==> config.mk <==
export PLATFORM = sky130hd
export DESIGN_NAME = sha256_stream_hasher
export DESIGN_NICKNAME = d
export VERILOG_FILES = /design/src/rtl/core/shs_pkg.sv /design/src/rtl/core/shs_block_buf.sv /design/src/rtl/core/shs_hash_store.sv /design/src/rtl/core/sha256_stream_hasher.sv
export VERILOG_INCLUDE_DIRS = /design/src /design/src/rtl/core
export SDC_FILE = /design/constraint.sdc
export NUM_CORES = 2
export LEC_CHECK = 0
export ABC_AREA = 1
export BUFFER_PORTS_ARGS = -buffer_cell sky130_fd_sc_hd__buf_2
export CORE_ASPECT_RATIO = 0.9
export CORE_MARGIN = 4
export CORE_UTILIZATION = 40
export DETAILED_ROUTE_END_ITERATION = 10
export GPL_TIMING_DRIVEN = 0
export PLACE_DENSITY = 0.63
export SKIP_LAST_GASP = 1
export SYNTH_ARGS = -nofsm -noshare
export SYNTH_HDL_FRONTEND = slang
export SYNTH_SLANG_ARGS = --single-unit
==> constraint.sdc <==
create_clock -name clock -period 14.5 [get_ports clock]
set_clock_uncertainty 0.1 [all_clocks]
set_input_delay 2.9 -clock clock [delete_from_list [all_inputs] [get_ports clock]]
set_output_delay 2.9 -clock clock [all_outputs]
set_load 0.1 [all_outputs]
==> src/rtl/core/sha256_stream_hasher_defines.svh <==
// ----------------------------------------------------------------------------
// sha256 stream hasher assertion macros
// shared checks used at the end of the top level
// ----------------------------------------------------------------------------
`ifndef SHA256_STREAM_HASHER_DEFINES_SVH
`define SHA256_STREAM_HASHER_DEFINES_SVH

// same-cycle implication
`define SHS_CHK_SAME(lbl, clk, rst, ante, cons, msg) \
   lbl: assert property (@(posedge clk) disable iff (rst) (ante) |-> (cons)) \
      else $error(msg);

// next-cycle implication
`define SHS_CHK_NEXT(lbl, clk, rst, ante, cons, msg) \
   lbl: assert property (@(posedge clk) disable iff (rst) (ante) |=> (cons)) \
      else $error(msg);

`endif

==> src/rtl/core/shs_pkg.sv <==
// ----------------------------------------------------------------------------
// shs_pkg
// types, constants and helper functions of the sha256 stream hasher
// ----------------------------------------------------------------------------
`default_nettype none

package shs_pkg;

   localparam logic [1:0] OP_ABSORB     = 2'd0;
   localparam logic [1:0] OP_ABSORB_FIN = 2'd1;
   localparam logic [1:0] OP_FINISH     = 2'd2;

   localparam logic [7:0] PAD_MARK_BYTE = 8'h80;

   typedef enum logic [3:0] {
      ST_IDLE,
      ST_LOAD,
      ST_ROUND,
      ST_WB,
      ST_PMARK,
      ST_PZERO,
      ST_PLEN,
      ST_ORD,
      ST_OHOLD
   } state_type;

   // block buffer port: 16 big-endian words, byte-masked write
   typedef struct packed {
      logic        we;
      logic [3:0]  waddr;
      logic [3:0]  mask;
      logic [31:0] wdata;
      logic        re;
      logic [3:0]  raddr;
   } bb_ctl_type;

   // hash store port
   typedef struct packed {
      logic        we;
      logic [2:0]  waddr;
      logic [31:0] wdata;
      logic        re;
      logic [2:0]  raddr;
      logic        set_fresh;
      logic        clr_fresh;
   } hs_ctl_type;

   localparam logic [31:0] INIT_HASH [8] = '{
      32'h6a09e667, 32'hbb67ae85, 32'h3c6ef372, 32'ha54ff53a,
      32'h510e527f, 32'h9b05688c, 32'h1f83d9ab, 32'h5be0cd19
   };

   localparam logic [31:0] ROUND_K [64] = '{
      32'h428a2f98, 32'h71374491, 32'hb5c0fbcf, 32'he9b5dba5,
      32'h3956c25b, 32'h59f111f1, 32'h923f82a4, 32'hab1c5ed5,
      32'hd807aa98, 32'h12835b01, 32'h243185be, 32'h550c7dc3,
      32'h72be5d74, 32'h80deb1fe, 32'h9bdc06a7, 32'hc19bf174,
      32'he49b69c1, 32'hefbe4786, 32'h0fc19dc6, 32'h240ca1cc,
      32'h2de92c6f, 32'h4a7484aa, 32'h5cb0a9dc, 32'h76f988da,
      32'h983e5152, 32'ha831c66d, 32'hb00327c8, 32'hbf597fc7,
      32'hc6e00bf3, 32'hd5a79147, 32'h06ca6351, 32'h14292967,
      32'h27b70a85, 32'h2e1b2138, 32'h4d2c6dfc, 32'h53380d13,
      32'h650a7354, 32'h766a0abb, 32'h81c2c92e, 32'h92722c85,
      32'ha2bfe8a1, 32'ha81a664b, 32'hc24b8b70, 32'hc76c51a3,
      32'hd192e819, 32'hd6990624, 32'hf40e3585, 32'h106aa070,
      32'h19a4c116, 32'h1e376c08, 32'h2748774c, 32'h34b0bcb5,
      32'h391c0cb3, 32'h4ed8aa4a, 32'h5b9cca4f, 32'h682e6ff3,
      32'h748f82ee, 32'h78a5636f, 32'h84c87814, 32'h8cc70208,
      32'h90befffa, 32'ha4506ceb, 32'hbef9a3f7, 32'hc67178f2
   };

   function automatic logic [31:0] rotr(input logic [31:0] v, input int unsigned n);
      logic [63:0] d;
      d = {v, v} >> n;
      return d[31:0];
   endfunction

   function automatic logic [31:0] small_sig0(input logic [31:0] x);
      return rotr(x, 7) ^ rotr(x, 18) ^ (x >> 3);
   endfunction

   function automatic logic [31:0] small_sig1(input logic [31:0] x);
      return rotr(x, 17) ^ rotr(x, 19) ^ (x >> 10);
   endfunction

   function automatic logic [31:0] big_sig0(input logic [31:0] x);
      return rotr(x, 2) ^ rotr(x, 13) ^ rotr(x, 22);
   endfunction

   function automatic logic [31:0] big_sig1(input logic [31:0] x);
      return rotr(x, 6) ^ rotr(x, 11) ^ rotr(x, 25);
   endfunction

endpackage

`default_nettype wire

==> src/rtl/core/shs_block_buf.sv <==
// ----------------------------------------------------------------------------
// shs_block_buf
// 64-byte message block held as 16 big-endian words, byte-masked writes
// ----------------------------------------------------------------------------
`default_nettype none

module shs_block_buf (
   input  logic               clock,
   input  shs_pkg::bb_ctl_type ctl,
   output logic [31:0]        rd_q
);

   logic [31:0] mem [16];

   always_ff @(posedge clock) begin
      if (ctl.we) begin
         for (int k = 0; k < 4; k++) begin
            if (ctl.mask[k]) begin
               mem[ctl.waddr][31 - 8 * k -: 8] <= ctl.wdata[31 - 8 * k -: 8];
            end
         end
      end
      if (ctl.re) begin
         rd_q <= mem[ctl.raddr];
      end
   end

endmodule

`default_nettype wire

==> src/rtl/core/shs_hash_store.sv <==
// ----------------------------------------------------------------------------
// shs_hash_store
// eight chaining words; reads give the initial hash until the first write-back
// ----------------------------------------------------------------------------
`default_nettype none

module shs_hash_store (
   input  logic               clock,
   input  logic               reset,
   input  shs_pkg::hs_ctl_type ctl,
   output logic [31:0]        rd_val
);

   logic [31:0] mem [8];
   logic [31:0] mem_q_ff;
   logic [2:0]  ridx_ff;
   logic        fresh_ff;

   always_ff @(posedge clock) begin
      if (ctl.we) begin
         mem[ctl.waddr] <= ctl.wdata;
      end
      if (ctl.re) begin
         mem_q_ff <= mem[ctl.raddr];
         ridx_ff  <= ctl.raddr;
      end
   end

   always_ff @(posedge clock) begin
      if (reset) begin
         fresh_ff <= 1'b1;
      end else if (ctl.set_fresh) begin
         fresh_ff <= 1'b1;
      end else if (ctl.clr_fresh) begin
         fresh_ff <= 1'b0;
      end
   end

   assign rd_val = fresh_ff ? shs_pkg::INIT_HASH[ridx_ff] : mem_q_ff;

endmodule

`default_nettype wire

==> src/rtl/core/sha256_stream_hasher.sv <==
// ----------------------------------------------------------------------------
// sha256_stream_hasher
// byte-stream sha-256 with padding and eight-word digest output
// ----------------------------------------------------------------------------
//  channel   direction  ports                                     handshake
//  req       in         opcode, data_byte                         valid/stall
//  rsp       out        digest_word, word_index, last_word        valid/stall
//
//  an absorb transaction writes one byte; the 64th byte of a block starts a
//  compression: load, 64 rounds, write-back
//  one compression round per cycle sets the block time
//  a finish adds padding writes, one or two compressions, then reads out each digest word
//  synchronous reset returns to the initial hash with an empty buffer
//  req_stall is high whenever the block is busy; rsp holds while rsp_stall
// ----------------------------------------------------------------------------
`default_nettype none
`include "sha256_stream_hasher_defines.svh"

module sha256_stream_hasher (
   input  logic        clock,
   input  logic        reset,
   input  logic        req_valid,
   output logic        req_stall,
   input  logic [1:0]  req_opcode,
   input  logic [7:0]  req_data_byte,
   output logic        rsp_valid,
   input  logic        rsp_stall,
   output logic [31:0] rsp_digest_word,
   output logic [2:0]  rsp_word_index,
   output logic        rsp_last_word
);

   shs_pkg::state_type state_ff, state_in;

   logic [6:0]  step_ff, step_in;
   logic [5:0]  fill_ff;
   logic [63:0] bits_ff;
   logic        fin_ff, pad_ff, two_ff;
   logic        rsp_valid_ff;

   logic [31:0] r_ff [8];
   logic [31:0] wnd_ff [16];

   shs_pkg::bb_ctl_type bb_ctl;
   shs_pkg::hs_ctl_type hs_ctl;
   logic [31:0] blk_q;
   logic [31:0] hval;

   logic        req_take;
   logic        rsp_take;
   logic        absorbs;
   logic [6:0]  zero_limit;
   logic [31:0] w_new, w_t, t1, t2;
   logic [2:0]  prev_idx;
   logic [3:0]  lane_hot;

   shs_block_buf u_blk (
      .clock (clock),
      .ctl   (bb_ctl),
      .rd_q  (blk_q)
   );

   shs_hash_store u_hash (
      .clock  (clock),
      .reset  (reset),
      .ctl    (hs_ctl),
      .rd_val (hval)
   );

   assign req_take = req_valid && !req_stall;
   assign rsp_take = rsp_valid_ff && !rsp_stall;
   assign absorbs  = (req_opcode == shs_pkg::OP_ABSORB) ||
                     (req_opcode == shs_pkg::OP_ABSORB_FIN);
   // first block of a two-block padding runs zeros through the last word; else zeros stop before the length
   assign zero_limit = two_ff ? 7'd15 : 7'd13;
   assign prev_idx   = 3'(step_ff - 7'd1);
   assign lane_hot   = 4'b0001 << fill_ff[1:0];

   // message schedule and round function
   assign w_new = wnd_ff[0] + shs_pkg::small_sig0(wnd_ff[1]) + wnd_ff[9] +
                  shs_pkg::small_sig1(wnd_ff[14]);
   assign w_t   = (step_ff < 7'd16) ? blk_q : w_new;
   assign t1    = r_ff[7] + shs_pkg::big_sig1(r_ff[4]) +
                  ((r_ff[4] & r_ff[5]) ^ (~r_ff[4] & r_ff[6])) +
                  shs_pkg::ROUND_K[step_ff[5:0]] + w_t;
   assign t2    = shs_pkg::big_sig0(r_ff[0]) +
                  ((r_ff[0] & r_ff[1]) ^ (r_ff[0] & r_ff[2]) ^ (r_ff[1] & r_ff[2]));

   // next state
   always_comb begin
      state_in = state_ff;
      case (state_ff)
         shs_pkg::ST_IDLE: begin
            if (req_valid) begin
               case (req_opcode)
                  shs_pkg::OP_ABSORB: begin
                     if (fill_ff == 6'd63) state_in = shs_pkg::ST_LOAD;
                  end
                  shs_pkg::OP_ABSORB_FIN: begin
                     state_in = (fill_ff == 6'd63) ? shs_pkg::ST_LOAD : shs_pkg::ST_PMARK;
                  end
                  shs_pkg::OP_FINISH: state_in = shs_pkg::ST_PMARK;
                  default: state_in = shs_pkg::ST_IDLE;
               endcase
            end
         end
         shs_pkg::ST_LOAD: begin
            if (step_ff == 7'd8) state_in = shs_pkg::ST_ROUND;
         end
         shs_pkg::ST_ROUND: begin
            if (step_ff == 7'd63) state_in = shs_pkg::ST_WB;
         end
         shs_pkg::ST_WB: begin
            if (step_ff == 7'd8) begin
               if (!fin_ff)      state_in = shs_pkg::ST_IDLE;
               else if (!pad_ff) state_in = shs_pkg::ST_PMARK;
               else if (two_ff)  state_in = shs_pkg::ST_PZERO;
               else              state_in = shs_pkg::ST_ORD;
            end
         end
         shs_pkg::ST_PMARK: state_in = shs_pkg::ST_PZERO;
         shs_pkg::ST_PZERO: begin
            if (step_ff > zero_limit) begin
               state_in = two_ff ? shs_pkg::ST_LOAD : shs_pkg::ST_PLEN;
            end
         end
         shs_pkg::ST_PLEN: begin
            if (step_ff == 7'd1) state_in = shs_pkg::ST_LOAD;
         end
         shs_pkg::ST_ORD: state_in = shs_pkg::ST_OHOLD;
         shs_pkg::ST_OHOLD: begin
            if (!rsp_stall) begin
               state_in = (step_ff[2:0] == 3'd7) ? shs_pkg::ST_IDLE : shs_pkg::ST_ORD;
            end
         end
         default: state_in = shs_pkg::ST_IDLE;
      endcase
   end

   // control outputs and memory ports
   always_comb begin
      req_stall = (state_ff != shs_pkg::ST_IDLE);
      bb_ctl    = '0;
      hs_ctl    = '0;
      step_in   = (state_in != state_ff) ? 7'd0 : step_ff + 7'd1;
      case (state_ff)
         shs_pkg::ST_IDLE: begin
            step_in = 7'd0;
            if (req_valid && absorbs) begin
               bb_ctl.we    = 1'b1;
               bb_ctl.waddr = fill_ff[5:2];
               bb_ctl.mask  = lane_hot;
               bb_ctl.wdata = {4{req_data_byte}};
            end
         end
         shs_pkg::ST_LOAD: begin
            hs_ctl.re    = (step_ff < 7'd8);
            hs_ctl.raddr = step_ff[2:0];
            // first schedule word ready for round zero
            bb_ctl.re    = (step_ff == 7'd8);
            bb_ctl.raddr = 4'd0;
         end
         shs_pkg::ST_ROUND: begin
            bb_ctl.re    = 1'b1;
            bb_ctl.raddr = 4'(step_ff + 7'd1);
         end
         shs_pkg::ST_WB: begin
            hs_ctl.re        = (step_ff < 7'd8);
            hs_ctl.raddr     = step_ff[2:0];
            hs_ctl.we        = (step_ff != 7'd0);
            hs_ctl.waddr     = prev_idx;
            hs_ctl.wdata     = hval + r_ff[prev_idx];
            hs_ctl.clr_fresh = (step_ff == 7'd8);
         end
         shs_pkg::ST_PMARK: begin
            // 0x80 at the fill position, zeros after it in the same word
            bb_ctl.we    = 1'b1;
            bb_ctl.waddr = fill_ff[5:2];
            bb_ctl.mask  = ~(lane_hot - 4'd1);
            for (int k = 0; k < 4; k++) begin
               bb_ctl.wdata[31 - 8 * k -: 8] =
                  lane_hot[k] ? shs_pkg::PAD_MARK_BYTE : 8'd0;
            end
            step_in = {3'd0, fill_ff[5:2]} + 7'd1;
         end
         shs_pkg::ST_PZERO: begin
            bb_ctl.we    = (step_ff <= zero_limit);
            bb_ctl.waddr = step_ff[3:0];
            bb_ctl.mask  = 4'hf;
            bb_ctl.wdata = '0;
         end
         shs_pkg::ST_PLEN: begin
            bb_ctl.we    = 1'b1;
            bb_ctl.waddr = step_ff[0] ? 4'd15 : 4'd14;
            bb_ctl.mask  = 4'hf;
            bb_ctl.wdata = step_ff[0] ? bits_ff[31:0] : bits_ff[63:32];
         end
         shs_pkg::ST_ORD: begin
            hs_ctl.re    = 1'b1;
            hs_ctl.raddr = step_ff[2:0];
            step_in      = step_ff;
         end
         shs_pkg::ST_OHOLD: begin
            if (!rsp_stall) begin
               step_in          = (step_ff[2:0] == 3'd7) ? 7'd0 : step_ff + 7'd1;
               hs_ctl.set_fresh = (step_ff[2:0] == 3'd7);
            end else begin
               step_in = step_ff;
            end
         end
         default: step_in = 7'd0;
      endcase
   end

   // control registers
   always_ff @(posedge clock) begin
      if (reset) begin
         state_ff     <= shs_pkg::ST_IDLE;
         step_ff      <= '0;
         fill_ff      <= '0;
         bits_ff      <= '0;
         fin_ff       <= 1'b0;
         pad_ff       <= 1'b0;
         two_ff       <= 1'b0;
         rsp_valid_ff <= 1'b0;
      end else begin
         state_ff     <= state_in;
         step_ff      <= step_in;
         rsp_valid_ff <= (state_in == shs_pkg::ST_OHOLD);
         if (req_take && absorbs) begin
            fill_ff <= fill_ff + 6'd1;
            bits_ff <= bits_ff + 64'd8;
         end
         if (req_take && (req_opcode == shs_pkg::OP_ABSORB_FIN ||
                          req_opcode == shs_pkg::OP_FINISH)) begin
            fin_ff <= 1'b1;
         end
         if (state_ff == shs_pkg::ST_PMARK) begin
            pad_ff <= 1'b1;
            two_ff <= (fill_ff >= 6'd56);
         end
         if (state_ff == shs_pkg::ST_WB && state_in == shs_pkg::ST_PZERO) begin
            two_ff <= 1'b0;
         end
         // digest delivered: start the next message
         if (rsp_take && step_ff[2:0] == 3'd7) begin
            fin_ff  <= 1'b0;
            pad_ff  <= 1'b0;
            fill_ff <= '0;
            bits_ff <= '0;
         end
      end
   end

   // working variables and schedule window
   always_ff @(posedge clock) begin
      if (state_ff == shs_pkg::ST_LOAD && step_ff != 7'd0) begin
         r_ff[prev_idx] <= hval;
      end
      if (state_ff == shs_pkg::ST_ROUND) begin
         r_ff[7] <= r_ff[6];
         r_ff[6] <= r_ff[5];
         r_ff[5] <= r_ff[4];
         r_ff[4] <= r_ff[3] + t1;
         r_ff[3] <= r_ff[2];
         r_ff[2] <= r_ff[1];
         r_ff[1] <= r_ff[0];
         r_ff[0] <= t1 + t2;
         for (int i = 0; i < 15; i++) begin
            wnd_ff[i] <= wnd_ff[i + 1];
         end
         wnd_ff[15] <= w_t;
      end
   end

   assign rsp_valid       = rsp_valid_ff;
   assign rsp_digest_word = hval;
   assign rsp_word_index  = step_ff[2:0];
   assign rsp_last_word   = (step_ff[2:0] == 3'd7);

   `SHS_CHK_SAME(a_rsp_only_out, clock, reset, rsp_valid_ff, state_ff == shs_pkg::ST_OHOLD, "rsp valid outside output phase")
   `SHS_CHK_NEXT(a_full_block_loads, clock, reset, req_take && req_opcode == shs_pkg::OP_ABSORB && fill_ff == 6'd63, state_ff == shs_pkg::ST_LOAD, "full block did not start compression")
   `SHS_CHK_NEXT(a_last_word_ends, clock, reset, rsp_take && rsp_last_word, !rsp_valid_ff && fill_ff == 6'd0, "digest end did not restart message")
   `SHS_CHK_NEXT(a_rounds_to_wb, clock, reset, state_ff == shs_pkg::ST_ROUND && step_ff == 7'd63, state_ff == shs_pkg::ST_WB, "round count overrun")

endmodule

`default_nettype wire
==> out/metrics.yaml <==
clock_tree:
  cts_made_buffers: 169
  clk_latency_ns: 0.85
  cts_max_level: 4
  cts_tree: "done"
  path_clk_slew_ns: 0.06
  cts_root_buffer: "clkbuf_16"
  cts_hold_buf: 0
  post_cts_resized: 0
  cts_sinks: 1686
  post_cts_buffers: 0
  clock_path_buffers: 3
critical_path:
  critPathLaunchType: "flip-flop"
  crit_arrival_ns: 13.90
  ff2ff_setup_slack_ns: 1.06
  reg2reg_to: "r_ff[0][24]"
  worstSetupPathType: "flip-flop to flip-flop"
  cp_data_required_time_ns: 14.97
  critPathMaxStageDelay_ns: 0.93
  r2r_cells: 37
  worstReg2RegStart: "step_ff[0]"
  crit_path_end_kind: "flip-flop"
  slowest_stage: "nor4_1"
  crit_fanout: 13
synthesis:
  synthArstFlopShare: 0
  synth_area_per_cell_sq_um: 10.8
  synthesis.area_sq_mm: 0.0836
  synth_top_area_cell: "edfxtp_1"
  yosys_warnings: 0
  ys_ff_latch: 1686
  ys_types: 64
  syn_nets: 8117
  ys_seq_area_frac: 0.595
  yosys_most_used_dff: "edfxtp_1"
  synth_top_area_frac: 0.576
  synthCells: 7709
  ys_top_cells_by_area: "edfxtp_1 (58%), nand2_1 (5.1%), o21ai_0 (5.1%)"
  synth-edff-count: 1603
placed_design:
  place_congestion: 1.02
  numPortBuffers: 51
  dp_slack_ns: 1.48
  dpl.hpwl_mm: 227
  dp_cells: 10500
floorplan:
  coreArea_sq_mm: 0.207
  die_h_microns: 442
  ios: 52
  start_util: 0.404
  die_x_microns: 490
  die_area_sq_mm: 0.216
  rows: 158
power_and_ir_drop:
  p_leak_uw: 0.0336
  swShare: 0.265
  ir_worst_vdd_uv: 128
  clkPwrFrac: 0.401
  internal_power_uw: 8030
  p_seq_frac: 0.487
  pwr-share-comb: 0.111
  p_sw_uw: 2890
  power_density_mw_per_mm2: 117
global_route:
  grt-ovfl-total: 0
  grt_max_degree: 124
  grt_pass1_wl_mm: 425
  antenna_found_initial: 12
  grt.total_usage: 0.268
  grt_pass1_vias: 59700
timing:
  fmax_ghz: 0.0744
  fin_crit_sh: 0.927
  final_hold_viol_count: 0
  whs_ns: 0.290
  fin_ws_ns: 1.06
  finalSetupViolCount: 0
  tightest_slew_ns: 1.53
  slew_headroom: -0.0223
  rsz0062_at_grt: "false"
  drv_slew: 12
  min_period_ns: 13.44
  setup_tns_ns: 0
cells_and_area:
  layoutNonFillerInstCount: 10800
  area_growth_pct: 11.7
  fillers: 19100
  mostFrequentLayoutCells: "edfxtp_1 (1603), nand2_1 (1133), inv_1 (894), o21ai_0 (838), nor2_1 (710)"
  final_common_cell: "edfxtp_1"
  final_nets: 8363
  layout-drive-gt1-share: 0.0507
route:
  postRouteAntennaNets: 0
  routed_wl_mm: 300
  vias: 63400
  drt_pass1_iterations: 9
  route.detailed.drc: 0
  drtIter0Drc: 9400
  via_per_inst: 5.86
  wl_per_cell_microns: 27.7
min_path:
  hp-class: "flip-flop to flip-flop"
  worstHoldEndpoint: "wnd_ff[0][185]"
  min_path_cells: 0
  min_from: "wnd_ff[0][217]"
outcome:
  status: "complete, but fails checks"
  violations: "max-capacitance violations, max-slew violations"
job:
  max_cap_violations: 3
[layout make-up]
class	instances	area, sq um	area share
diodes	6	15.0	0.000161
plain buffers	338	1320	0.0141
clock buffers	217	4430	0.0474
clock inverters	91	1020	0.0110
inverters	910	3420	0.0366
multi-input cells	4775	29300	0.313
flip-flops and latches	1686	49800	0.533
well taps	2720	3400	0.0364
repair buffers	75	753	0.00806
[sequential cells by signal (all words and copies together), names as in the netlist]
signal and count:
bits_ff 61, fill_ff 6, fin_ff 1, pad_ff 1, r_ff 256, rsp_valid 1, state_ff 4, step_ff 7
two_ff 1, u_blk.mem 512, u_blk.rd_q 32, u_hash.fresh_ff 1, u_hash.mem 256, u_hash.mem_q_ff 32, u_hash.ridx_ff 3, wnd_ff 512
[cells by family (layout without fill, tap and decap cells)]
logic type / count (synthesis) / after routing / share of synthesized area
fa+ha+maj: 395 / 395 / 0.0759
buf+inv: 1248 / 1631 / 0.0565
xor+xnor: 336 / 336 / 0.0352
simple gates: 2295 / 2295 / 0.112
flops: 1686 / 1686 / 0.595
compound gates: 1749 / 1749 / 0.125
other cells: 0 / 6 / 0
[routing by layer]
layer | GRT usage | part of all wire | vias up
met1 | 0.387 | 0.42 | 31400
met3 | 0.0824 | 0.12 | 604
met5 | 0 | 0.00030 | -
li1 | - | - | 27500
met2 | 0.380 | 0.41 | 3869
met4 | 0.0937 | 0.040 | 14
[critical path, delay by kind of cell (launching register included)]
family	cells	cell delay, ns
buffers and inverters	11	3.54
AND/OR/NAND/NOR	10	2.84
adder cells (fa/ha/maj)	6	2.67
AO/OA/AOI/OAI	8	2.41
XOR/XNOR	2	1.12
flip-flops	1	0.46
[cells in the mapped netlist, drive strengths merged (95+ instances only)]
master and instances:
edfxtp 1603, nand2 1140, inv 901, o21ai 860, nor2 728, a21oi 335, clkbuf 300, nand3 254
ha 206, o221ai 197, fa 188, xor2 184, xnor2 152, nor3 95
[power groups by stage]
stage               logic [uW]  clock network, uW  registers [uW]
floorplan                  726                  0            5420
global placement          1160                  0            5430
detailed placement        1160                  0            5430
CTS                       1170               4420            5320
global route              1300               4640            5320
finish                    1210               4380            5320
[worst max-delay path by stage]
stage                         from           to  slack, ns  depth (start not counted)
finish                  step_ff[0]  r_ff[0][24]       1.06                         37
detailed placement      step_ff[0]  r_ff[0][24]       1.48                         37
floorplan           wnd_ff[1][203]  r_ff[0][26]       5.76                         47
global placement        step_ff[0]  r_ff[0][24]       1.42                         35
CTS                     step_ff[0]  r_ff[0][24]       1.45                         35
global route            step_ff[0]  r_ff[0][24]       0.81                         37
[stage by stage]
| stage | area [sq um] | util | power (uW) |
|---|---|---|---|
| 6_report | 93400 | 0.451 | 10900 |
| 4_1_cts | 93400 | 0.451 | 10900 |
| 3_3_place_gp | 87300 | 0.422 | 6590 |
| 5_1_grt | 93400 | 0.451 | 11300 |
| 3_5_place_dp | 88000 | 0.425 | 6590 |
| 2_1_floorplan | 83600 | - | 6150 |
Note: power is estimated with default switching activity, not from simulation.
